===== src/rtl/core/ctst_pkg.sv =====
// ----------------------------------------------------------------------------
// ctst_pkg
// Shared types, constants and float32 helper functions for the clip-to-screen
// transform pipeline.
// ----------------------------------------------------------------------------
package ctst_pkg;

	localparam logic [31:0] CANON_NAN = 32'h7FC0_0000;
	localparam logic [31:0] ONE_BITS  = 32'h3F80_0000;

	// Divider: quotient bits retired per pipeline stage and number of stages.
	localparam int ITERS_PER_STAGE = 4;
	localparam int DIV_STAGES      = 7;
	localparam int QUO_BITS        = ITERS_PER_STAGE * DIV_STAGES;
	localparam int DIV_LAT         = DIV_STAGES + 2;
	localparam int MUL_LAT         = 3;
	localparam int ADD_LAT         = 3;
	localparam int LATENCY         = DIV_LAT + MUL_LAT + ADD_LAT;

	typedef enum logic [2:0] {
		REG_SCALE_X = 3'd0,
		REG_SCALE_Y = 3'd1,
		REG_SCALE_Z = 3'd2,
		REG_SCALE_W = 3'd3,
		REG_SHIFT_X = 3'd4,
		REG_SHIFT_Y = 3'd5,
		REG_SHIFT_Z = 3'd6,
		REG_SHIFT_W = 3'd7
	} reg_idx_t;

	// Special-case class of a result, resolved early and carried down a pipe.
	typedef enum logic [1:0] {
		SP_NONE = 2'd0,
		SP_NAN  = 2'd1,
		SP_INF  = 2'd2,
		SP_ZERO = 2'd3
	} spec_t;

	typedef struct packed {
		logic               sgn;
		logic               nan;
		logic               inf;
		logic               zero;
		logic signed [10:0] ex;
		logic [23:0]        man;
	} fp_t;

	function automatic logic [4:0] lzc24(input logic [23:0] m);
		logic [4:0] lz;
		lz = 5'd24;
		for (int i = 0; i < 24; i++) begin
			if (m[i]) lz = 5'(23 - i);
		end
		return lz;
	endfunction

	function automatic logic [4:0] lzc28(input logic [27:0] m);
		logic [4:0] lz;
		lz = 5'd28;
		for (int i = 0; i < 28; i++) begin
			if (m[i]) lz = 5'(27 - i);
		end
		return lz;
	endfunction

	// Unpacks a float32 and normalizes subnormal significands so that
	// the leading one sits at bit 23 for every nonzero value.
	function automatic fp_t unpack_norm(input logic [31:0] b);
		fp_t        u;
		logic [4:0] lz;
		logic [23:0] m;
		logic [7:0] ef;
		u.sgn  = b[31];
		u.nan  = (&b[30:23]) & (|b[22:0]);
		u.inf  = (&b[30:23]) & ~(|b[22:0]);
		u.zero = ~(|b[30:0]);
		m      = {|b[30:23], b[22:0]};
		lz     = lzc24(m);
		u.man  = m << lz;
		ef     = (b[30:23] == 8'd0) ? 8'd1 : b[30:23];
		u.ex   = $signed({3'b000, ef}) - $signed({6'b000000, lz});
		return u;
	endfunction

	// Rounds to nearest even and packs. The significand has its leading one
	// at bit 26 for a normal value; ex is the biased exponent.
	function automatic logic [31:0] round_pack(input logic sgn,
			input logic signed [10:0] ex, input logic [26:0] mt, input logic stk);
		logic [26:0] m;
		logic        s;
		logic [10:0] sh;
		logic [7:0]  ef;
		logic        rup;
		logic [30:0] mag;
		m  = mt;
		s  = stk;
		ef = ex[7:0];
		sh = 11'd0;
		if (ex >= 11'sd255) begin
			return {sgn, 8'hFF, 23'd0};
		end
		if (ex < 11'sd1) begin
			sh = 11'(11'sd1 - ex);
			ef = 8'd0;
			if (sh > 11'd27) begin
				s = s | (|m);
				m = '0;
			end else begin
				s = s | (|(m & ((27'd1 << sh[4:0]) - 27'd1)));
				m = m >> sh[4:0];
			end
		end
		rup = m[2] & (m[1] | m[0] | s | m[3]);
		mag = {ef, m[25:3]} + 31'(rup);
		return {sgn, mag};
	endfunction

	function automatic logic [31:0] final_pick(input spec_t sp, input logic sgn,
			input logic [31:0] arith);
		logic [31:0] r;
		case (sp)
			SP_NAN:  r = CANON_NAN;
			SP_INF:  r = {sgn, 8'hFF, 23'd0};
			SP_ZERO: r = {sgn, 31'd0};
			default: r = arith;
		endcase
		return r;
	endfunction

endpackage


===== src/rtl/core/ctst_mul.sv =====
// ----------------------------------------------------------------------------
// ctst_mul
// Three-stage float32 multiplier: unpack, 24x24 product, round.
// ----------------------------------------------------------------------------
module ctst_mul import ctst_pkg::*; (
	input  logic        clk,
	input  logic [31:0] a,
	input  logic [31:0] b,
	output logic [31:0] p
);

	fp_t ua, ub;
	spec_t sp0;

	logic [23:0]        ma_s1, mb_s1;
	logic signed [10:0] ex_s1, ex_s2;
	logic               sgn_s1, sgn_s2;
	spec_t              sp_s1, sp_s2;
	logic [47:0]        prod_s2;

	logic [26:0]        mant;
	logic               stk;
	logic signed [10:0] exr;

	always_comb begin
		ua = unpack_norm(a);
		ub = unpack_norm(b);
		if (ua.nan || ub.nan || (ua.inf && ub.zero) || (ua.zero && ub.inf))
			sp0 = SP_NAN;
		else if (ua.inf || ub.inf)
			sp0 = SP_INF;
		else if (ua.zero || ub.zero)
			sp0 = SP_ZERO;
		else
			sp0 = SP_NONE;
	end

	always_ff @(posedge clk) begin
		ma_s1  <= ua.man;
		mb_s1  <= ub.man;
		ex_s1  <= ua.ex + ub.ex - 11'sd127;
		sgn_s1 <= ua.sgn ^ ub.sgn;
		sp_s1  <= sp0;
	end

	always_ff @(posedge clk) begin
		prod_s2 <= ma_s1 * mb_s1;
		ex_s2   <= ex_s1;
		sgn_s2  <= sgn_s1;
		sp_s2   <= sp_s1;
	end

	always_comb begin
		if (prod_s2[47]) begin
			mant = prod_s2[47:21];
			stk  = |prod_s2[20:0];
			exr  = ex_s2 + 11'sd1;
		end else begin
			mant = prod_s2[46:20];
			stk  = |prod_s2[19:0];
			exr  = ex_s2;
		end
	end

	always_ff @(posedge clk) begin
		p <= final_pick(sp_s2, sgn_s2, round_pack(sgn_s2, exr, mant, stk));
	end

endmodule


===== config.mk =====
export PLATFORM = sky130hd
export DESIGN_NAME = ctst_mul
export DESIGN_NICKNAME = d
export VERILOG_FILES = /design/src/rtl/core/ctst_pkg.sv /design/src/rtl/core/ctst_mul.sv
export SDC_FILE = /design/constraint.sdc
export NUM_CORES = 2
export LEC_CHECK = 0
export BUFFER_PORTS_ARGS = -buffer_cell sky130_fd_sc_hd__buf_2
export CAP_MARGIN = 20
export CORE_MARGIN = 5
export CORE_UTILIZATION = 44
export CTS_CLUSTER_SIZE = 20
export DETAILED_ROUTE_END_ITERATION = 8
export SYNTH_ARGS = -nofsm -noshare
export SYNTH_HDL_FRONTEND = slang
export SYNTH_SLANG_ARGS = --single-unit

===== constraint.sdc =====
create_clock -name clk -period 11.1 [get_ports clk]
set_input_delay 1.665 -clock clk [delete_from_list [all_inputs] [get_ports clk]]
set_output_delay 1.665 -clock clk [all_outputs]
set_load 0.02 [all_outputs]

Word-level counts from Yosys, hierarchy flattened:

Index checks and enable logic that the tools add are counted.

* register bits: 156
* input port bits: 65
* output and inout port bits: 32
* logic and storage cells: 133

* $add $sub $neg: 8
* multipliers: 1
* magnitude comparators: 3
* equality and inequality tests: 3
* shift operators: 4
* multiplexer cells: 67
* bitwise logic cells: 16
* reductions and logical operators: 21

Operators with widths (count)
* 5-bit two-way mux: 46
* 32-bit one-hot mux with 3 select lines: 1
* 26-bit two-way mux: 3
* 32-bit two-way mux: 2
* 31-bit OR reduction: 2
* 27-bit OR reduction: 2
* 24-bit by 24-bit multiplier with 48-bit output: 1
* 24-bit by 5-bit left shift with 24-bit output: 2
* 23-bit OR reduction: 2
* 8-bit two-way mux: 4
* 31-bit by 1-bit adder with 31-bit output: 1
* 27-bit bitwise AND: 1
* 27-bit two-way mux: 1
* 1-bit by 5-bit left shift with 27-bit output, first input constant: 1
* 27-bit by 5-bit >> shifter with 26-bit output: 1
* 27-bit by 1-bit subtractor with 27-bit output, second input constant: 1
* 21-bit OR reduction: 1
* 20-bit OR reduction: 1
* 8-bit by 5-bit subtractor with 9-bit output: 2
* 8-bit logical NOT: 2
* 8-bit AND reduction: 2
* 8-bit OR reduction: 2
* 11-bit by 2-bit adder with 11-bit output, second input constant: 1
* 11-bit by 9-bit >= comparator with 1-bit output, second input constant: 1
* 17 further kinds: 40

Longest topological paths before layout:

* depth after elaboration: 27
* depth in mapped cells: 27

Least setup slack after synthesis:

OpenSTA, ideal clock, no wires.

* kind: register to register
* start point: register mb_s1[3]
* end point: register prod_s2[47]
* library setup time: 120 ps
* arrival: 6851 ps
* required time: 10980 ps
* setup slack: 4129 ps
* cell stages (with the launch flop): 24
* clock period less this slack: 6971 ps
* cells stage by stage: dfxtp_1 > clkbuf_1 > nand2_1 > fa_1 > inv_1 > fa_1 > fa_1 > fa_1 > fa_1 > inv_1 > fa_1 > inv_1 > fa_1 > ha_1 > a21o_1 > a21oi_1 > or4b_2 > o21ai_0 > and3_1 > o31a_1 > o31ai_1 > a221o_1 > a21oi_1 > xnor2_1

* word-level cells in the longest chain between the ends: 1

RTL lines
* start, declared: RTL line ctst_mul.sv:15 `logic [23:0] ma_s1, mb_s1;`
* start signal, assigned: RTL line ctst_mul.sv:40 `mb_s1 <= ub.man;`
* 24-bit by 24-bit multiplier with 48-bit output: RTL line ctst_mul.sv:47 `prod_s2 <= ma_s1 * mb_s1;`
* end signal, assigned: RTL line ctst_mul.sv:47
* end, declared: RTL line ctst_mul.sv:19 `logic [47:0] prod_s2;`

No other way between the ends.
A chain may end at the register's enable or synchronous reset.

Worst setup path after layout:

* start point: register mb_s1[2]
* end point: register prod_s2[47]

The elaborated chain is that of the path after synthesis.

==> results.py <==
metrics = {
    "status": {
        "status": "finished clean",
    },
    "synth": {
        "yosysTopAreaCell": "fa_1",
        "syn_avg_cell_area_um2": 8.69,
        "synth-edff-count": 0,
        "synthFlopType": "dfxtp_1",
        "yosys_warnings": 0,
        "yosysTopAreaCellShare": 0.331,
        "synthArstFlopShare": 0,
        "synthDistinctLibCells": 90,
        "ys_seq_area_frac": 0.107,
        "synth_area_um2": 29200,
        "synthCells": 3359,
        "ys_ff_latch": 156,
        "synth_nets": 4111,
        "synth.area.top_cells": "fa_1, dfxtp_1, ha_1",
    },
    "critical_path": {
        "critPathKind": "flop to flop",
        "r2r_start": "mb_s1[2]",
        "worstPathMaxFanout": 24,
        "crit_arrival_ps": 8450,
        "startpoint_type": "flop",
        "cp.required_ps": 11500,
        "worstRegToRegCells": 21,
        "r2r-end": "prod_s2[47]",
        "rrSetupSlack_ps": 3050,
        "cp-end-kind": "flop",
    },
    "timing": {
        "tns_ps": 0,
        "rsz0062_at_grt": "no",
        "max_freq_mhz": 124,
        "maxSlewHeadroom": 0.303,
        "worstMarginPinSlew_ps": 1040,
        "finalClockSkew_ps": 20.0,
        "maxSlewViolCount": 0,
        "timing.final.crit_share": 0.725,
        "finalHoldViolations": 0,
        "min_period_ps": 8050,
        "setup_viol": 0,
    },
    "routing": {
        "detail_route.wl_per_cell_um": 19.9,
        "vias_per_cell": 5.53,
        "drtAntennaViolNets": 0,
        "routed_wl_um": 84000,
        "drc": 0,
        "route.vias.total": 23400,
        "drt_pass1_iterations": 5,
        "first_iter_violations": 1771,
    },
    "placement": {
        "portBuffers": 96,
        "gp_congestion": 0.949,
        "place_hpwl_um": 65400,
    },
    "min_path": {
        "worstHoldPathCells": 0,
        "worst_hold_path_type": "flop to flop",
        "holdPathEnd": "ex_s2[7]",
        "worstHoldStart": "ex_s1[7]",
    },
    "layout": {
        "layout.nets": 4099,
        "area_growth_pct": 6.33,
        "diodes": 0,
        "drive_gt1_frac": 0.0753,
    },
    "cts": {
        "numCtsBuffers": 17,
        "ctsRootBufferMaster": "clkbuf_16",
        "tritoncts": "yes",
        "cts_setup_buffers": 0,
        "clk_pin_slew_ps": 80,
        "clk_path_buf_depth": 2,
        "cts_sinks": 156,
        "htree_num_levels": 4,
        "cts-resized-gates": 0,
        "cts_hold_buf": 0,
        "clock_latency_ps": 480,
    },
    "die": {
        "std_cell_rows": 94,
        "ios": 97,
        "die_h_um": 268,
        "coreArea_um2": 65700,
        "initial_core_util": 0.444,
        "die_area_um2": 71600,
        "die_w_um": 268,
    },
    "global_route": {
        "antenna_found_initial": 0,
        "grt_pass1_wl_um": 134000,
        "grt_max_degree": 79,
        "grtUsageTotal": 0.238,
        "grt_overflow": 0,
        "grt_pass1_vias": 23700,
    },
    "run": {
        "drv_cap": 0,
    },
}
-- logic make-up after synthesis --
| group | count (synthesis) | synth area share |
|---|---|---|
| XOR/XNOR | 98 | 0.0299 |
| AND/OR/NAND/NOR | 1085 | 0.178 |
| multiplexers | 187 | 0.0729 |
| adder cells (fa/ha/maj) | 687 | 0.419 |
| AO/OA/AOI/OAI | 445 | 0.101 |
| other | 1 | 0.000128 |
| flip-flops | 156 | 0.107 |
| buffers and inverters | 700 | 0.0924 |
-- layer usage --
layer / vias to the layer above / GRT usage / part of all wire
li1: 10800 / - / -
met1: 11600 / 0.337 / 0.44
met2: 874 / 0.372 / 0.45
met3: 133 / 0.0474 / 0.082
met4: 0 / 0.0709 / 0.030
met5: - / 0 / 0
-- layout by cell type (no fill, tap or decap), types with 16 or more instances in the layout --
master / instances
and2_1: 230
o22ai_1: 20
mux4_2: 17
o21ai_0: 65
dfxtp_1: 154
mux2i_1: 135
mux2_2: 30
ha_1: 204
nand3_1: 36
and3_1: 18
buf_4: 45
nor4_1: 18
xor2_1: 27
inv_1: 524
clkbuf_16: 17
or3_1: 16
nor2_1: 174
a31oi_1: 21
buf_2: 96
xnor2_1: 70
nand2_1: 468
nor3_1: 43
fa_1: 483
a21o_1: 42
a21oi_1: 132
-- final cells by class --
| class | instances | area [um2] |
|---|---|---|
| Clock inverter | 15 | 196 |
| Clock buffer | 17 | 425 |
| Inverter | 526 | 1970 |
| Tap cell | 864 | 1080 |
| Multi-Input combinational cell | 2503 | 23400 |
| Timing Repair Buffer | 143 | 848 |
| Fill cell | 6358 | 34700 |
| Sequential cell | 156 | 3130 |
-- flip-flops by register name (all words and copies together) (netlist names) --
register,cells
sp_s1,2
ex_s2,11
p,32
sgn_s1,1
mb_s1,24
sp_s2,2
ma_s1,24
sgn_s2,1
ex_s1,11
prod_s2,48
-- synthesized netlist by cell type, types with 10 or more instances --
cell	number
a211oi_1	15
a21o_1	42
a21oi_1	132
a221oi_1	14
a31oi_1	21
and2_1	230
and3_1	18
buf_2	16
clkbuf_1	143
dfxtp_1	156
fa_1	483
ha_1	204
inv_1	524
mux2_2	30
mux2i_1	135
mux4_2	17
nand2_1	468
nand3_1	36
nand4_1	15
nor2_1	174
nor2b_1	10
nor3_1	43
nor4_1	18
o21a_1	13
o21ai_0	65
o21bai_1	14
o22ai_1	20
o31ai_1	12
or3_1	16
xnor2_1	70
xor2_1	27
-- worst max-delay path, stage by stage (launching register included) --
cell	delay (ps)
dfxtp_1	990
and2_1	250
fa_1	440
fa_1	530
fa_1	600
fa_1	450
fa_1	540
inv_1	50
fa_1	470
inv_1	50
fa_1	450
ha_1	360
a21o_1	220
a21oi_1	150
or4b_2	640
o21ai_0	410
and3_1	260
o31a_1	270
o31ai_1	170
a221o_1	370
a21oi_1	170
xnor2_1	120
-- per-stage QoR --
step                       util  cells  setup slack, ps  instance area, um2  hold WS, ps
after CTS                 0.472   4222             3080               31000          324
after detailed placement  0.462   4190             3150               30400          312
after global placement    0.462   4190             3220               30400          311
final                     0.472   4224             3050               31000          322
after global routing      0.472   4224             2790               31000          333
after floorplan               -   3359             4130               29200          310
-- worst max-delay path by stage --
stage	slack (ps)	from	endpoint
3_3_place_gp	3220	mb_s1[3]	prod_s2[47]
4_1_cts	3080	mb_s1[3]	prod_s2[47]
2_1_floorplan	4130	mb_s1[3]	prod_s2[47]
5_1_grt	2790	mb_s1[6]	prod_s2[47]
6_report	3050	mb_s1[2]	prod_s2[47]
3_5_place_dp	3150	ma_s1[5]	prod_s2[47]
Power is not shown: default switching activity piles up to over one toggle a cycle in this logic, so the estimate is an artifact.
