### config.mk
export PLATFORM = sky130hd
export DESIGN_NAME = ctst_div
export DESIGN_NICKNAME = d
export VERILOG_FILES = /design/src/rtl/core/ctst_pkg.sv /design/src/rtl/core/ctst_div.sv
export SDC_FILE = /design/constraint.sdc
export NUM_CORES = 2
export LEC_CHECK = 0
export ABC_CLOCK_PERIOD_IN_PS = 17610
export BUFFER_PORTS_ARGS = -buffer_cell sky130_fd_sc_hd__buf_2
export CAP_MARGIN = 10
export CORE_UTILIZATION = 25
export DETAILED_ROUTE_END_ITERATION = 10
export PLACE_DENSITY = 0.47
export SETUP_SLACK_MARGIN = 0.4
export SLEW_MARGIN = 20
export SYNTH_ARGS = -nofsm -noshare
export SYNTH_HDL_FRONTEND = slang
export SYNTH_SLANG_ARGS = --single-unit
### constraint.sdc
create_clock -name clk -period 17.61 [get_ports clk]
set_input_delay 1.761 -clock clk [delete_from_list [all_inputs] [get_ports clk]]
set_output_delay 1.761 -clock clk [all_outputs]
set_load 0.01 [all_outputs]
### src/rtl/core/ctst_pkg.sv
// ----------------------------------------------------------------------------
// ctst_pkg
// Shared types, constants and float32 helper functions for the clip-to-screen
// transform pipeline.
// ----------------------------------------------------------------------------
package ctst_pkg;

	localparam logic [31:0] CANON_NAN = 32'h7FC0_0000;
	localparam logic [31:0] ONE_BITS  = 32'h3F80_0000;

	// Divider: quotient bits retired per pipeline stage and number of stages.
	localparam int ITERS_PER_STAGE = 4;
	localparam int DIV_STAGES      = 7;
	localparam int QUO_BITS        = ITERS_PER_STAGE * DIV_STAGES;
	localparam int DIV_LAT         = DIV_STAGES + 2;
	localparam int MUL_LAT         = 3;
	localparam int ADD_LAT         = 3;
	localparam int LATENCY         = DIV_LAT + MUL_LAT + ADD_LAT;

	typedef enum logic [2:0] {
		REG_SCALE_X = 3'd0,
		REG_SCALE_Y = 3'd1,
		REG_SCALE_Z = 3'd2,
		REG_SCALE_W = 3'd3,
		REG_SHIFT_X = 3'd4,
		REG_SHIFT_Y = 3'd5,
		REG_SHIFT_Z = 3'd6,
		REG_SHIFT_W = 3'd7
	} reg_idx_t;

	// Special-case class of a result, resolved early and carried down a pipe.
	typedef enum logic [1:0] {
		SP_NONE = 2'd0,
		SP_NAN  = 2'd1,
		SP_INF  = 2'd2,
		SP_ZERO = 2'd3
	} spec_t;

	typedef struct packed {
		logic               sgn;
		logic               nan;
		logic               inf;
		logic               zero;
		logic signed [10:0] ex;
		logic [23:0]        man;
	} fp_t;

	function automatic logic [4:0] lzc24(input logic [23:0] m);
		logic [4:0] lz;
		lz = 5'd24;
		for (int i = 0; i < 24; i++) begin
			if (m[i]) lz = 5'(23 - i);
		end
		return lz;
	endfunction

	function automatic logic [4:0] lzc28(input logic [27:0] m);
		logic [4:0] lz;
		lz = 5'd28;
		for (int i = 0; i < 28; i++) begin
			if (m[i]) lz = 5'(27 - i);
		end
		return lz;
	endfunction

	// Unpacks a float32 and normalizes subnormal significands so that
	// the leading one sits at bit 23 for every nonzero value.
	function automatic fp_t unpack_norm(input logic [31:0] b);
		fp_t        u;
		logic [4:0] lz;
		logic [23:0] m;
		logic [7:0] ef;
		u.sgn  = b[31];
		u.nan  = (&b[30:23]) & (|b[22:0]);
		u.inf  = (&b[30:23]) & ~(|b[22:0]);
		u.zero = ~(|b[30:0]);
		m      = {|b[30:23], b[22:0]};
		lz     = lzc24(m);
		u.man  = m << lz;
		ef     = (b[30:23] == 8'd0) ? 8'd1 : b[30:23];
		u.ex   = $signed({3'b000, ef}) - $signed({6'b000000, lz});
		return u;
	endfunction

	// Rounds to nearest even and packs. The significand has its leading one
	// at bit 26 for a normal value; ex is the biased exponent.
	function automatic logic [31:0] round_pack(input logic sgn,
			input logic signed [10:0] ex, input logic [26:0] mt, input logic stk);
		logic [26:0] m;
		logic        s;
		logic [10:0] sh;
		logic [7:0]  ef;
		logic        rup;
		logic [30:0] mag;
		m  = mt;
		s  = stk;
		ef = ex[7:0];
		sh = 11'd0;
		if (ex >= 11'sd255) begin
			return {sgn, 8'hFF, 23'd0};
		end
		if (ex < 11'sd1) begin
			sh = 11'(11'sd1 - ex);
			ef = 8'd0;
			if (sh > 11'd27) begin
				s = s | (|m);
				m = '0;
			end else begin
				s = s | (|(m & ((27'd1 << sh[4:0]) - 27'd1)));
				m = m >> sh[4:0];
			end
		end
		rup = m[2] & (m[1] | m[0] | s | m[3]);
		mag = {ef, m[25:3]} + 31'(rup);
		return {sgn, mag};
	endfunction

	function automatic logic [31:0] final_pick(input spec_t sp, input logic sgn,
			input logic [31:0] arith);
		logic [31:0] r;
		case (sp)
			SP_NAN:  r = CANON_NAN;
			SP_INF:  r = {sgn, 8'hFF, 23'd0};
			SP_ZERO: r = {sgn, 31'd0};
			default: r = arith;
		endcase
		return r;
	endfunction

endpackage

### src/rtl/core/ctst_div.sv
// ----------------------------------------------------------------------------
// ctst_div
// Pipelined float32 divider: unpack stage, restoring-division stages and a
// rounding stage.
// ----------------------------------------------------------------------------
module ctst_div import ctst_pkg::*; (
	input  logic        clk,
	input  logic [31:0] num,
	input  logic [31:0] den,
	output logic [31:0] quo
);

	fp_t ua, ub;
	logic signed [10:0] ex0;
	logic [25:0] rem0;
	spec_t sp0;

	logic [25:0]        rem_s [0:DIV_STAGES];
	logic [QUO_BITS-1:0] q_s  [0:DIV_STAGES];
	logic [23:0]        dvs_s [0:DIV_STAGES];
	logic signed [10:0] ex_s  [0:DIV_STAGES];
	logic               sgn_s [0:DIV_STAGES];
	spec_t              sp_s  [0:DIV_STAGES];

	always_comb begin
		ua = unpack_norm(num);
		ub = unpack_norm(den);
		ex0 = ua.ex - ub.ex + 11'sd127;
		if (ua.man < ub.man) begin
			rem0 = {1'b0, ua.man, 1'b0};
			ex0  = ex0 - 11'sd1;
		end else begin
			rem0 = {2'b00, ua.man};
		end
		if (ua.nan || ub.nan || (ua.zero && ub.zero) || (ua.inf && ub.inf))
			sp0 = SP_NAN;
		else if (ua.inf || ub.zero)
			sp0 = SP_INF;
		else if (ua.zero || ub.inf)
			sp0 = SP_ZERO;
		else
			sp0 = SP_NONE;
	end

	always_ff @(posedge clk) begin
		rem_s[0] <= rem0;
		q_s[0]   <= '0;
		dvs_s[0] <= ub.man;
		ex_s[0]  <= ex0;
		sgn_s[0] <= ua.sgn ^ ub.sgn;
		sp_s[0]  <= sp0;
	end

	for (genvar k = 0; k < DIV_STAGES; k++) begin : g_it
		logic [25:0]         r;
		logic [QUO_BITS-1:0] q;
		always_comb begin
			r = rem_s[k];
			q = q_s[k];
			for (int j = 0; j < ITERS_PER_STAGE; j++) begin
				if (r >= {2'b00, dvs_s[k]}) begin
					r = r - {2'b00, dvs_s[k]};
					q = {q[QUO_BITS-2:0], 1'b1};
				end else begin
					q = {q[QUO_BITS-2:0], 1'b0};
				end
				r = {r[24:0], 1'b0};
			end
		end
		always_ff @(posedge clk) begin
			rem_s[k+1] <= r;
			q_s[k+1]   <= q;
			dvs_s[k+1] <= dvs_s[k];
			ex_s[k+1]  <= ex_s[k];
			sgn_s[k+1] <= sgn_s[k];
			sp_s[k+1]  <= sp_s[k];
		end
	end

	// The quotient's top 27 bits feed rounding; the rest and the remainder
	// collapse into the sticky bit.
	always_ff @(posedge clk) begin
		quo <= final_pick(sp_s[DIV_STAGES], sgn_s[DIV_STAGES],
			round_pack(sgn_s[DIV_STAGES], ex_s[DIV_STAGES],
				q_s[DIV_STAGES][QUO_BITS-1 -: 27],
				(|q_s[DIV_STAGES][QUO_BITS-28:0]) | (|rem_s[DIV_STAGES])));
	end

endmodule

### Yosys cells after proc, flatten, opt, wreduce, memory -nomap -nowiden

Memory sizes are Yosys's and may differ from the RTL's.
Cells that the tools add are included.

| word-level totals | value |
|---|---|
| bits in registers | 32 |
| bits in writable memories | 736 |
| input bits | 65 |
| output and inout port bits | 32 |
| word-level logic and storage cells | 242 |
| memories | 6 |

Memory list:

| memory | words | bits a word | read ports | clocked after memory_dff | wr ports | line | text |
|---|---|---|---|---|---|---|---|
| q_s | 8 | 28 | 8 | 0 | 8 | ctst_div.sv:19 | `logic [QUO_BITS-1:0] q_s [0:DIV_STAGES];` |
| rem_s | 8 | 26 | 8 | 0 | 8 | ctst_div.sv:18 | `logic [25:0] rem_s [0:DIV_STAGES];` |
| dvs_s | 8 | 24 | 7 | 0 | 8 | ctst_div.sv:20 | `logic [23:0] dvs_s [0:DIV_STAGES];` |
| ex_s | 8 | 11 | 8 | 0 | 8 | ctst_div.sv:21 | `logic signed [10:0] ex_s [0:DIV_STAGES];` |
| sp_s | 8 | 2 | 8 | 0 | 8 | ctst_div.sv:23 | `spec_t sp_s [0:DIV_STAGES];` |
| sgn_s | 8 | 1 | 8 | 0 | 8 | ctst_div.sv:22 | `logic sgn_s [0:DIV_STAGES];` |

| cells by class | value |
|---|---|
| add/sub/neg operators | 36 |
| magnitude comparators | 32 |
| equal/unequal tests | 3 |
| shift-type cells | 4 |
| multiplexer cells | 123 |
| bitwise operators | 17 |
| reduce and logical (&&, ||, !) cells | 20 |

Operators with widths:

| kind | count |
|---|---|
| $ge A26 B24 Y1 | 28 |
| $mux W25 | 29 |
| $sub A25 B24 Y25 | 28 |
| $mux W5 | 32 |
| $pmux W32 S3 | 1 |
| $mux W26 | 3 |
| $mux W32 | 2 |
| $mux W4 | 16 |
| $reduce_or A31 Y1 | 2 |
| $reduce_or A27 Y1 | 2 |
| $shl A24 B5 Y24 | 2 |
| $reduce_or A23 Y1 | 2 |
| $mux W1 | 32 |
| $mux W8 | 4 |
| $add A31 B1 Y31 | 1 |
| $and A27 B27 Y27 | 1 |
| $shl A1 B5 Y27 const A | 1 |
| $shr A27 B5 Y26 | 1 |
| $sub A27 B1 Y27 const B | 1 |
| $reduce_or A26 Y1 | 1 |
| $lt A24 B24 Y1 | 1 |
| $sub A8 B5 Y9 | 2 |
| $logic_not A8 Y1 | 2 |
| $reduce_and A8 Y1 | 2 |
| 18 further kinds | 39 |

### Longest topological paths before layout

| depth | value |
|---|---|
| depth in word-level cells | 29 |
| gate-level depth with buffers | 61 |
| gate-level depth less buffers | 53 |

### Worst setup path before layout

No wires, ideal clock.

| path | value |
|---|---|
| path kind | reg-to-reg |
| start | mem rem_s[0][0] |
| end | mem rem_s[1][8], in the netlist rem_s[0][34] |
| library setup time | 0.122 ns |
| data arrival time | 12.399 ns |
| data required time | 17.488 ns |
| path slack | 5.089 ns |
| cell stages (with the launch flop) | 58 |
| buffers on the path | 9 |
| clock period less this slack | 12.521 ns |
| cell sequence | dfxtp_1 > inv_1 > ha_1 > inv_1 > fa_1 > a21o_1 > a221oi_1 > and3_1 > o31ai_1 > o211ai_1 > nand3_1 > clkbuf_1 > buf_1 > mux2_2 > ha_1 > and3_1 > a22o_1 > o41a_1 > [22 not listed] > buf_1 > clkbuf_1 > nor2_1 > ha_1 > o21bai_1 > a21o_1 > a21o_1 > a21o_1 > a21o_1 > a22o_1 > a311o_1 > a221o_1 > a31oi_1 > a21boi_2 > nand2_1 > a21o_1 > buf_2 > a221o_1 |

RTL lines:

| item | line |
|---|---|
| from (decl) | ctst_div.sv:18 |

==> flow_metrics.tcl <==
set metrics [dict create \
    finalSetupTns_ns 0 \
    dp_hpwl_um 166000 \
    path_class "flop to flop" \
    ant_nets 0 \
    synth_seq_cells 624 \
    worst_pin_slew_ns 1.08 \
    synthArstFlopShare_pct 0 \
    synth_commonest_cells "ha_1, a21oi_1, dfxtp_1, nor2_1, nand2_1" \
    routed_wl_um 203000 \
    port_buffers 96 \
    violations "DRC" \
    finalHoldViolCount 0 \
    min_path_cells 0 \
    status "complete, but fails checks" \
    synth_top_area_share_pct 20.8 \
    clk_pin_slew_ns 0.07 \
    synthSimpleGateAreaFrac_pct 16.6 \
    synth_ff_type "dfxtp_1" \
    fmax_ghz 0.0631 \
    yosys.area_share.adder_pct 15.2 \
    period_share_pct 90.0 \
    reg2reg_to "rem_s[1][34]" \
    clkLatencyLatePin_ns 0.74 \
    ys_top_cells_by_area "dfxtp_1, ha_1, mux2_2, xnor2_1, a21oi_1" \
    hold_start "q_s[0][84]" \
    area_growth_pct 10.9 \
    grt_util_met1_pct 21.0 \
    top_usage_layer "met2" \
    yosysMostFrequentCell "ha_1" \
    synth.area.mux_share_pct 10.4 \
    grt_use_met2_pct 27.9 \
    rr_worst_depth 50 \
    grt_use_total_pct 16.2 \
    die-area_mm2 0.242 \
    cts_hold_buf 0 \
    drive_above_1_share_pct 10.3 \
    final_nets 8207 \
    die_x_um 492 \
    setup_slack_ns 1.75 \
    reg2reg_slack_ns 1.75 \
    worstPathRequired_ns 18.21 \
    drc_errors 10 \
    cts_resized 0 \
    setup_viol 0 \
    yosysUniqueCellTypes 111 \
    drt_first_iter_violations 3750 \
    drt_first_pass_iters 10 \
    synth-edff-count 0 \
    overflow 0 \
    cts-root-buf "clkbuf_16" \
    routabilityCongestion 0.902 \
    cp.buffers_inverters 5 \
    rsz0062_at_grt "no" \
    hp-class "flop to flop" \
    period_needed_ns 15.86 \
    grt_use_met3_pct 1.74 \
    final_cells 10700 \
    clk_path_buf_depth 3 \
    vias 54300 \
    hold_end "q_s[1][4]" \
    grt_pass1_wl_um 311000 \
    worstReg2RegStart "dvs_s[4][0]" \
    initial_core_util_pct 25.2 \
    synthXorXnorAreaFrac_pct 8.78 \
    crit_family "compound AO/OA/AOI/OAI gates" \
    synth_compound_area_share_pct 24.3 \
    grt_pass1_vias 53100 \
    critPathMostFrequentCell "a21o_1" \
    synth_top_family_by_area "compound AO/OA/AOI/OAI gates" \
    htreeDepth 3 \
    cp-end-kind "flop" \
    avgSynthCellArea_um2 8.11 \
    fillers 25700 \
    cts_tree "yes" \
    ys_warn_count 0 \
    synthCells 7399 \
    coreArea_mm2 0.238 \
    viasPerCell 5.09 \
    worst-path-stages 50 \
    rows 179 \
    postCtsSetupBuffers 0 \
    finClkSkew_ns 0.0634 \
    arrival_ns 16.46 \
    startpoint_type "flop" \
    cpMaxStageDelayCell "dfxtp_1" \
    grt_max_degree 54 \
    synth_top_cell_by_area "dfxtp_1" \
    die_h_um 492 \
    cap_violations 0 \
    dpl_worst_slack_ns 1.83 \
    cts_buffers 72 \
    netlist_area_mm2 0.0600 \
    synth_seq_area_share_pct 20.8 \
    dpl.cell_count 10500 \
    worst_path_largest_cell_delay_ns 0.82 \
    clock_sinks 624 \
    drv_slew 0 \
    boundaryPins 97 \
    crit_fanout 24 \
    antenna_found_initial 9 \
    utilization_pct 27.9 \
    wire_per_inst_um 19.0 \
    slew_headroom_pct 27.9 \
]
registers in the layout (all words and copies together) (netlist names):
signal and count:
dvs_s 168, ex_s 88, q_s 112, quo 32, rem_s 200, sgn_s 8
sp_s 16
through the flow:
stage,instance area (um^2),hold WS (ns)
floorplan,60000,0.310
global placement,64000,0.310
detailed placement,64000,0.312
CTS,66600,0.319
global route,66600,0.323
finish,66600,0.314
cells in the final DEF (no fill, tap or decap), drive strengths merged, types with 48 or more instances in the layout:
cell	count
clkbuf	92
nor2b	119
nand3	126
inv	422
xor2	225
a221o	50
a211oi	67
o21ai	489
dfxtp	624
xnor2	377
mux2i	173
o31ai	48
o211ai	48
nor4	52
ha	710
or2	55
and3	70
or3	60
and2	59
a21oi	626
nor2	594
nand2	487
nor3	139
mux2	362
nand4	77
a31oi	88
a21o	287
o21bai	113
nand2b	108
o21a	129
buf	139
metal layers:
metal  up-vias  share of wire [%]
met2      1142                 47
met5         -             0.0064
met3       302                3.7
met4         2                3.2
met1     25700                 46
li1      27100                  -
final cells by class:
| type | instances | area [um^2] | share of cell area, % |
|---|---|---|---|
| antenna | 6 | 15.0 | 0.0226 |
| clock buffer | 92 | 2000 | 3.00 |
| clock inverter | 40 | 534 | 0.802 |
| inverter | 420 | 1580 | 2.37 |
| multi-input combinational | 6164 | 45200 | 67.9 |
| sequential | 624 | 12500 | 18.8 |
| tap | 3167 | 3960 | 5.95 |
| timing repair buffer | 139 | 803 | 1.21 |
cell families after synthesis:
kind of cell,Yosys count
flops,624
mux,553
fa+ha+maj,721
other cells,1
compound gates,2251
xor+xnor,602
simple gates,2035
buf+inv,612
worst max path at each step:
stage | from | to | slack [ns]
global route | dvs_s[4][0] | rem_s[1][47] | 0.74
floorplan | rem_s[0][0] | rem_s[0][34] | 5.09
global placement | dvs_s[4][0] | rem_s[1][34] | 1.89
CTS | dvs_s[4][0] | rem_s[1][50] | 1.75
detailed placement | dvs_s[4][0] | rem_s[1][34] | 1.83
finish | dvs_s[4][0] | rem_s[1][34] | 1.75
Power is left out: the tool's default activity adds up to more than one toggle a clock period on the data nets, which glitch-free logic cannot reach.
