$ cat config.mk
export PLATFORM = sky130hd
export DESIGN_NAME = ctst_add
export DESIGN_NICKNAME = d
export VERILOG_FILES = /design/src/rtl/core/ctst_pkg.sv /design/src/rtl/core/ctst_add.sv
export SDC_FILE = /design/constraint.sdc
export NUM_CORES = 1
export LEC_CHECK = 0
export BUFFER_PORTS_ARGS = -buffer_cell sky130_fd_sc_hd__buf_2
export CAP_MARGIN = 20
export CORE_MARGIN = 5
export CORE_UTILIZATION = 64
export DETAILED_ROUTE_END_ITERATION = 8
export PLACE_DENSITY = 0.85
export SYNTH_ARGS = -nofsm -noshare
export SYNTH_HDL_FRONTEND = slang
export SYNTH_SLANG_ARGS = --single-unit
$ cat constraint.sdc
create_clock -name clk -period 8.6 [get_ports clk]
set_clock_uncertainty 0.1 [all_clocks]
set_input_delay 1.72 -clock clk [delete_from_list [all_inputs] [get_ports clk]]
set_output_delay 1.72 -clock clk [all_outputs]
set_load 0.05 [all_outputs]
$ cat src/rtl/core/ctst_pkg.sv
// ----------------------------------------------------------------------------
// ctst_pkg
// Shared types, constants and float32 helper functions for the clip-to-screen
// transform pipeline.
// ----------------------------------------------------------------------------
package ctst_pkg;

	localparam logic [31:0] CANON_NAN = 32'h7FC0_0000;
	localparam logic [31:0] ONE_BITS  = 32'h3F80_0000;

	// Divider: quotient bits retired per pipeline stage and number of stages.
	localparam int ITERS_PER_STAGE = 4;
	localparam int DIV_STAGES      = 7;
	localparam int QUO_BITS        = ITERS_PER_STAGE * DIV_STAGES;
	localparam int DIV_LAT         = DIV_STAGES + 2;
	localparam int MUL_LAT         = 3;
	localparam int ADD_LAT         = 3;
	localparam int LATENCY         = DIV_LAT + MUL_LAT + ADD_LAT;

	typedef enum logic [2:0] {
		REG_SCALE_X = 3'd0,
		REG_SCALE_Y = 3'd1,
		REG_SCALE_Z = 3'd2,
		REG_SCALE_W = 3'd3,
		REG_SHIFT_X = 3'd4,
		REG_SHIFT_Y = 3'd5,
		REG_SHIFT_Z = 3'd6,
		REG_SHIFT_W = 3'd7
	} reg_idx_t;

	// Special-case class of a result, resolved early and carried down a pipe.
	typedef enum logic [1:0] {
		SP_NONE = 2'd0,
		SP_NAN  = 2'd1,
		SP_INF  = 2'd2,
		SP_ZERO = 2'd3
	} spec_t;

	typedef struct packed {
		logic               sgn;
		logic               nan;
		logic               inf;
		logic               zero;
		logic signed [10:0] ex;
		logic [23:0]        man;
	} fp_t;

	function automatic logic [4:0] lzc24(input logic [23:0] m);
		logic [4:0] lz;
		lz = 5'd24;
		for (int i = 0; i < 24; i++) begin
			if (m[i]) lz = 5'(23 - i);
		end
		return lz;
	endfunction

	function automatic logic [4:0] lzc28(input logic [27:0] m);
		logic [4:0] lz;
		lz = 5'd28;
		for (int i = 0; i < 28; i++) begin
			if (m[i]) lz = 5'(27 - i);
		end
		return lz;
	endfunction

	// Unpacks a float32 and normalizes subnormal significands so that
	// the leading one sits at bit 23 for every nonzero value.
	function automatic fp_t unpack_norm(input logic [31:0] b);
		fp_t        u;
		logic [4:0] lz;
		logic [23:0] m;
		logic [7:0] ef;
		u.sgn  = b[31];
		u.nan  = (&b[30:23]) & (|b[22:0]);
		u.inf  = (&b[30:23]) & ~(|b[22:0]);
		u.zero = ~(|b[30:0]);
		m      = {|b[30:23], b[22:0]};
		lz     = lzc24(m);
		u.man  = m << lz;
		ef     = (b[30:23] == 8'd0) ? 8'd1 : b[30:23];
		u.ex   = $signed({3'b000, ef}) - $signed({6'b000000, lz});
		return u;
	endfunction

	// Rounds to nearest even and packs. The significand has its leading one
	// at bit 26 for a normal value; ex is the biased exponent.
	function automatic logic [31:0] round_pack(input logic sgn,
			input logic signed [10:0] ex, input logic [26:0] mt, input logic stk);
		logic [26:0] m;
		logic        s;
		logic [10:0] sh;
		logic [7:0]  ef;
		logic        rup;
		logic [30:0] mag;
		m  = mt;
		s  = stk;
		ef = ex[7:0];
		sh = 11'd0;
		if (ex >= 11'sd255) begin
			return {sgn, 8'hFF, 23'd0};
		end
		if (ex < 11'sd1) begin
			sh = 11'(11'sd1 - ex);
			ef = 8'd0;
			if (sh > 11'd27) begin
				s = s | (|m);
				m = '0;
			end else begin
				s = s | (|(m & ((27'd1 << sh[4:0]) - 27'd1)));
				m = m >> sh[4:0];
			end
		end
		rup = m[2] & (m[1] | m[0] | s | m[3]);
		mag = {ef, m[25:3]} + 31'(rup);
		return {sgn, mag};
	endfunction

	function automatic logic [31:0] final_pick(input spec_t sp, input logic sgn,
			input logic [31:0] arith);
		logic [31:0] r;
		case (sp)
			SP_NAN:  r = CANON_NAN;
			SP_INF:  r = {sgn, 8'hFF, 23'd0};
			SP_ZERO: r = {sgn, 31'd0};
			default: r = arith;
		endcase
		return r;
	endfunction

endpackage

$ cat src/rtl/core/ctst_add.sv
// ----------------------------------------------------------------------------
// ctst_add
// Three-stage float32 adder: swap and align, add with leading-zero count,
// normalize and round.
// ----------------------------------------------------------------------------
module ctst_add import ctst_pkg::*; (
	input  logic        clk,
	input  logic [31:0] a,
	input  logic [31:0] b,
	output logic [31:0] s
);

	logic [31:0] big, sml;
	logic [7:0]  eb, es, d;
	logic [26:0] mb, ms, ms_al;
	logic        an, bn, ai, bi;
	spec_t       sp0;
	logic        spsg0;

	logic [26:0] ma_s1, mb_s1;
	logic [7:0]  ex_s1, ex_s2;
	logic        sub_s1, sgn_s1, sub_s2, sgn_s2;
	spec_t       sp_s1, sp_s2;
	logic [27:0] sum, sum_s2;
	logic [4:0]  lz_s2;

	logic [4:0]         sh;
	logic [27:0]        t;
	logic [26:0]        mant;
	logic signed [10:0] exr;
	spec_t              spf;
	logic               sgf;

	always_comb begin
		an = (&a[30:23]) & (|a[22:0]);
		bn = (&b[30:23]) & (|b[22:0]);
		ai = (&a[30:23]) & ~(|a[22:0]);
		bi = (&b[30:23]) & ~(|b[22:0]);
		if (a[30:0] >= b[30:0]) begin
			big = a;
			sml = b;
		end else begin
			big = b;
			sml = a;
		end
		eb = (big[30:23] == 8'd0) ? 8'd1 : big[30:23];
		es = (sml[30:23] == 8'd0) ? 8'd1 : sml[30:23];
		mb = {|big[30:23], big[22:0], 3'b000};
		ms = {|sml[30:23], sml[22:0], 3'b000};
		d  = eb - es;
		if (d >= 8'd27)
			ms_al = {26'd0, |ms};
		else
			ms_al = (ms >> d[4:0]) | {26'd0, |(ms & ((27'd1 << d[4:0]) - 27'd1))};
		spsg0 = ai ? a[31] : b[31];
		if (an || bn || (ai && bi && (a[31] != b[31])))
			sp0 = SP_NAN;
		else if (ai || bi)
			sp0 = SP_INF;
		else
			sp0 = SP_NONE;
	end

	always_ff @(posedge clk) begin
		ma_s1  <= mb;
		mb_s1  <= ms_al;
		ex_s1  <= eb;
		sub_s1 <= big[31] ^ sml[31];
		sgn_s1 <= (sp0 == SP_INF) ? spsg0 : big[31];
		sp_s1  <= sp0;
	end

	always_comb begin
		if (sub_s1)
			sum = {1'b0, ma_s1} - {1'b0, mb_s1};
		else
			sum = {1'b0, ma_s1} + {1'b0, mb_s1};
	end

	always_ff @(posedge clk) begin
		sum_s2 <= sum;
		lz_s2  <= lzc28(sum);
		ex_s2  <= ex_s1;
		sub_s2 <= sub_s1;
		sgn_s2 <= sgn_s1;
		sp_s2  <= sp_s1;
	end

	// An exact cancellation gives +0; two zeros of the same sign keep it.
	always_comb begin
		sh  = lz_s2 - 5'd1;
		t   = sum_s2 << sh;
		spf = sp_s2;
		sgf = sgn_s2;
		if (sum_s2[27]) begin
			mant = sum_s2[27:1] | {26'd0, sum_s2[0]};
			exr  = $signed({3'b000, ex_s2}) + 11'sd1;
		end else begin
			mant = t[26:0];
			exr  = $signed({3'b000, ex_s2}) - $signed({6'd0, sh});
		end
		if (sp_s2 == SP_NONE && sum_s2 == 28'd0) begin
			spf = SP_ZERO;
			sgf = sub_s2 ? 1'b0 : sgn_s2;
		end
	end

	always_ff @(posedge clk) begin
		s <= final_pick(spf, sgf, round_pack(sgn_s2, exr, mant, 1'b0));
	end

endmodule
; Word level (Yosys, flattened, before mapping)
; Index checks and enable logic that the tools add are counted.
[classes]
add_sub_neg = 10
n_lt_le_gt_ge = 5
n_eq_ne = 5
shifts = 5
muxes = 54
bitwise = 15
n_reduce_logical = 24
[op_table]
columns = op, n
row1 = two-way mux 32 bit, 4
row2 = one-hot mux 32 bit (3 select lines), 1
row3 = OR reduction 27 bit, 3
row4 = two-way mux 26 bit, 3
row5 = two-way mux 5 bit, 11
row6 = AND 27 bit, 2
row7 = bitwise OR 27 x 1 -> 27 bit, 2
row8 = << shifter 1 x 5 -> 27 bit (first input constant), 2
row9 = subtractor 27 x 1 -> 27 bit (second input constant), 2
row10 = OR reduction 23 bit, 2
row11 = two-way mux 4 bit, 8
row12 = two-way mux 8 bit, 4
row13 = adder 31 x 1 -> 31 bit, 1
row14 = greater-or-equal comparator 31 bit, 1
row15 = OR reduction 31 bit, 1
row16 = adder 27 x 27 -> 28 bit, 1
row17 = zero test 28 bit, 1
row18 = two-way mux 28 bit, 1
row19 = << shifter 28 x 5 -> 27 bit, 1
row20 = subtractor 27 x 27 -> 28 bit, 1
row21 = two-way mux 27 bit, 1
row22 = >> shifter 27 x 5 -> 26 bit, 1
row23 = >> shifter 27 x 5 -> 27 bit, 1
row24 = OR reduction 8 bit, 3
row25 = 28 further kinds, 60
[word_totals]
ff_bits = 140
in_bits = 65
output_inout_bits = 32
elab_cells = 136

; Logic depth before layout (Yosys ltp)
[logic_depth]
depth_word = 29
depth_mapped = 34
mapped_depth_nobuf = 29

; Worst setup path after synthesis
; No wires, ideal clock.
[synth_path]
path_type = input -> register
from = in b[8]
to = reg mb_s1[0]
setup_ns = 0.120
arrival_time_ns = 7.714
required_time_ns = 8.380
slack_ns = 0.666
path_stages = 29
path_buffers = 6
path_cell_list = inv_1 > ha_1 > a21o_1 > a21o_1 > a21oi_1 > a21oi_1 > o21ai_0 > a2111oi_0 > or2_2 > clkbuf_1 > clkbuf_1 > clkbuf_1 > o21ai_0 > nor4_1 > and2_1 > nor2_1 > ha_1 > clkbuf_1 > clkinv_1 > buf_1 > clkbuf_1 > o21ai_0 > nand2_1 > a211oi_1 > a21oi_1 > nor4_1 > o2bb2ai_1 > o2111ai_1 > o31a_1
[synth_via]
elab_chain_len = 11
elab_cells_between_ends = 18
classes_between = 2 x add/sub / 2 x order compare / 2 x shift / 5 x mux / 2 x bitwise / 5 x reduce/logical
[synth_rtl]
columns = element, line
row1 = from (decl), ctst_add.sv:9  ; input logic [31:0] b,
row2 = greater-or-equal comparator 31 bit (*), ctst_add.sv:39  ; if (a[30:0] >= b[30:0]) begin
row3 = two-way mux 32 bit (*), ctst_add.sv:39
row4 = zero test 8 bit, ctst_add.sv:46  ; eb = (big[30:23] == 8'd0) ? 8'd1 : big[30:23];
row5 = two-way mux 8 bit (*), ctst_add.sv:46
row6 = named net eb[2], ctst_add.sv:14  ; logic [7:0] eb, es, d;
row7 = subtractor 8 bit (*), ctst_add.sv:50  ; d = eb - es;
row8 = << shifter 1 x 5 -> 27 bit, ctst_add.sv:54  ; ms_al = (ms >> d[4:0]) | {26'd0, |(ms & ((27'd1 << d[4:0]) - 27'd1))};
row9 = subtractor 27 x 1 -> 27 bit, ctst_add.sv:54
row10 = AND 27 bit, ctst_add.sv:54
row11 = OR reduction 27 bit, ctst_add.sv:54
row12 = bitwise OR 27 x 1 -> 27 bit, ctst_add.sv:54
row13 = two-way mux 1 bit (*), ctst_add.sv:51  ; if (d >= 8'd27)
row14 = named net ms_al[0], ctst_add.sv:15  ; logic [26:0] mb, ms, ms_al;
row15 = to (signal assigned), ctst_add.sv:66  ; mb_s1 <= ms_al;
row16 = to (decl), ctst_add.sv:20  ; logic [26:0] ma_s1, mb_s1;
; Mark *: on every way through the listed nets, which the timed path passes. The rest lies on a longest branch.
; A chain may end at the register's enable or synchronous reset.

; Worst setup path after layout
[layout_path]
from = reg lz_s2[0]
to = reg s[22]
[layout_via]
elab_chain_len = 17
elab_cells_between_ends = 29
classes_between = 5 x add/sub / 3 x order compare / 3 x shift / 11 x mux / 5 x bitwise / 2 x reduce/logical
[layout_rtl]
columns = element, line
row1 = from (decl), ctst_add.sv:25  ; logic [4:0] lz_s2;
row2 = from (signal assigned), ctst_add.sv:82  ; lz_s2 <= lzc28(sum);
row3 = subtractor 5 x 1 -> 5 bit (*), ctst_add.sv:91  ; sh = lz_s2 - 5'd1;
row4 = subtractor 8 x 5 -> 9 bit, ctst_add.sv:100  ; exr = $signed({3'b000, ex_s2}) - $signed({6'd0, sh});
row5 = two-way mux 11 bit, ctst_add.sv:95  ; if (sum_s2[27]) begin
row6 = subtractor 2 x 11 -> 11 bit, ctst_pkg.sv:103  ; sh = 11'(11'sd1 - ex);
row7 = << shifter 1 x 5 -> 27 bit, ctst_pkg.sv:109  ; s = s | (|(m & ((27'd1 << sh[4:0]) - 27'd1)));
row8 = subtractor 27 x 1 -> 27 bit, ctst_pkg.sv:109
row9 = AND 27 bit, ctst_pkg.sv:109
row10 = OR reduction 27 bit, ctst_pkg.sv:109
row11 = two-way mux 1 bit, ctst_pkg.sv:105  ; if (sh > 11'd27) begin
row12 = two-way mux 1 bit (2 in a row), ctst_pkg.sv:102  ; if (ex < 11'sd1) begin
row13 = bitwise OR 1 bit (2 in a row), ctst_pkg.sv:113  ; rup = m[2] & (m[1] | m[0] | s | m[3]);
row14 = AND 1 bit, ctst_pkg.sv:113
row15 = adder 31 x 1 -> 31 bit, ctst_pkg.sv:114  ; mag = {ef, m[25:3]} + 31'(rup);
row16 = two-way mux 32 bit (*), ctst_pkg.sv:102
row17 = one-hot mux 32 bit (3 select lines) (*), ctst_pkg.sv:121  ; case (sp)
row18 = to (signal assigned), ctst_add.sv:109  ; s <= final_pick(spf, sgf, round_pack(sgn_s2, exr, mant, 1'b0));
row19 = to (decl), ctst_add.sv:10  ; output logic [31:0] s
; Every way passes the cells marked *; elsewhere a longest branch is shown, timed or not. The select of a mux whose other input is x is not followed.

==> impl_metrics.tcl <==
set metrics [dict create \
    status "finished, final reports clean" \
    cts_tree "built" \
    min_period_over_period_pct 90.0 \
    cts_hold_buffers 0 \
    crit_required_ps 8780 \
    postSynthCellCount 2028 \
    worstSetupPathType "reg -> reg" \
    post-cts-setup-buffer-count 0 \
    die_area_sq_mm 0.0281 \
    cts_buffers 17 \
    core_area_sq_mm 0.0244 \
    regArea_sq_mm 0.00281 \
    top_level_ports 97 \
    hold_violations 0 \
    h-tree-depth 4 \
    n_fill_cell 1955 \
    hpwl_microns 46700 \
    finalMaxSlewViolations 0 \
    setup_violations 0 \
    via_count 18000 \
    initial_core_util_pct 65.1 \
    synthFlopType "dfxtp_1" \
    synth.distinct_cells 103 \
    final_cells 2416 \
    ant_nets 0 \
    yosysTopAreaCell "dfxtp_1" \
    avgSynthCellArea_sq_um 7.83 \
    worstSetupEndpointType "flop" \
    dieWidth_microns 167 \
    cts_resized 0 \
    max-clock-path-buffers 2 \
    maxClockFrequency_mhz 129 \
    place_area_sq_mm 0.0167 \
    post-route-util_pct 71.1 \
    area_growth_pct 9.21 \
    firstDrtPassIters 7 \
    num_rows 57 \
    cts_sinks 140 \
    relSlewSlack_pct 13.6 \
    gr-usage-all-layers_pct 42.6 \
    critPathMaxFanout 34 \
    grt_pass1_wl_microns 95700 \
    antenna_found_initial 0 \
    ys_async_sr_fraction_pct 0 \
    yosysSeqAreaShare_pct 17.7 \
    layout-drive-gt1-share_pct 15.9 \
    start_kind "flop" \
    yosys_warnings 0 \
    synth_area_leaders "dfxtp_1 (18%), ha_1 (8.4%), mux4_2 (7.1%)" \
    dieHeight_microns 167 \
    gp_congestion 1.05 \
    io_buffers 96 \
    grt_max_degree 74 \
    dp.cells 2384 \
    clk_pin_slew_ps 70 \
    drv_cap 0 \
    worstMarginPinSlew_ps 1290 \
    synth-seq-cells 140 \
    rsz0062_at_grt "false" \
    synth_edf_count 0 \
    globalRoute.totalOverflow 0 \
    synthesis.area_sq_mm 0.0159 \
    period_minus_slack_ps 7740 \
    min_path_type "reg -> reg" \
    n_antenna_cell 0 \
    fin_tns_setup_ps 0 \
    crit_arrival_ps 7920 \
    fin_nets 2254 \
    vias_per_cell 7.46 \
    cts-root-buf "clkbuf_16" \
    synth_top_area_share_pct 17.7 \
    remaining_drc_errors 0 \
    final_area_sq_mm 0.0173 \
    wl_per_cell_microns 25.6 \
    drtIter0Drc 2920 \
    multi_input_area_sq_mm 0.0122 \
    grt_pass1_vias 17100 \
    drt-total-wl_microns 62000 \
    synth_nets 2203 \
    clk_latency_ps 440 \
]
## path summary, 6_finish.rpt
| check | start | endpoint | slack (ps) | depth (start not counted) |
|---|---|---|---|---|
| setup / recovery | lz_s2[0] | s[22] | 860 | 25 |
| setup reg to reg | lz_s2[0] | s[22] | 860 | 25 |
| hold / removal | sgn_s1 | sgn_s2 | 230 | 0 |
| hold reg to reg | sgn_s1 | sgn_s2 | 230 | 0 |
## layer usage
metal,global-route usage (%),up-vias,wire length [microns]
met2,70.9,1472,28300
li1,-,7793,-
met1,48.3,8326,21100
met4,31.2,0,5990
met5,0,-,0
met3,8.65,433,6670
## critical path, cell delays in order (launching register included)
cell and delay [ps]:
dfxtp_2 330, buf_4 280, or4_4 620, nand2_4 320, inv_2 300, ha_1 550
nor2_1 70, a21oi_1 160, xnor2_1 200, o21a_1 160, buf_4 170, ha_1 200
nand2_1 80, nor2_1 130, a22oi_1 110, or2_2 320, o32a_1 410, nor4_2 730
a32oi_2 150, a21oi_2 290, ha_1 250, nor3b_1 380, nand4_2 360, nor4_4 470
nor3b_1 280, o31ai_1 110
## cell usage after synthesis (all sizes together) (35+ instances only)
cell,number
a211oi,35
nor2,156
clkbuf,79
nand2,181
nor3,67
dfxtp,140
buf,40
inv,113
nand4,43
a21oi,137
ha,107
o21ai,130
mux4,50
a21o,35
nor4,41
xnor2,35
nand3,56
mux2i,79
## sequential cells by signal, summed over array words and instances (netlist names), 5 cells and up
| register | flops |
|---|---|
| ex_s1 | 8 |
| ex_s2 | 8 |
| lz_s2 | 5 |
| ma_s1 | 24 |
| mb_s1 | 27 |
| s | 32 |
| sum_s2 | 28 |
## cell type report
class	instances	area share, %
Clock inverter	15	1.10
Timing Repair Buffer	151	5.15
Inverter	115	2.49
Clock buffer	17	2.45
Multi-Input combinational cell	1654	70.3
Sequential cell	140	16.2
Tap cell	324	2.34
## cell families (layout without fill, tap and decap cells)
logic type      Yosys count  in the layout  synth area share [%]
compound gates          613            613                  27.1
fa+ha+maj               111            111                  8.88
buf+inv                 234            298                  5.97
flops                   140            140                  17.7
mux                     161            161                  14.4
simple gates            703            703                  22.3
xor+xnor                 66             66                  3.74
## placed cells by master, fill, tap and decap left out, types with 25 or more instances in the layout
cell type,netlist,routed
inv_1,108,108
mux2_2,30,30
nand2_1,179,179
a21oi_1,135,135
buf_2,16,96
o31ai_1,25,25
mux2i_1,79,78
nand4_1,41,41
buf_4,5,55
nand3_1,56,56
mux4_2,50,50
nor3_1,67,66
a211oi_1,35,35
xnor2_1,34,31
o21ai_0,122,122
nor4_1,38,37
nor2_1,156,155
xor2_1,30,29
a21o_1,35,35
dfxtp_1,140,138
ha_1,107,107
## stage by stage
step	hold slack, ps	setup slack, ps
after CTS	231	1020
after global routing	241	474
final	230	857
after detailed placement	214	570
after floorplan	210	666
after global placement	210	801
Power is not shown: default switching activity piles up to over one toggle a cycle in this logic, so the estimate is an artifact.
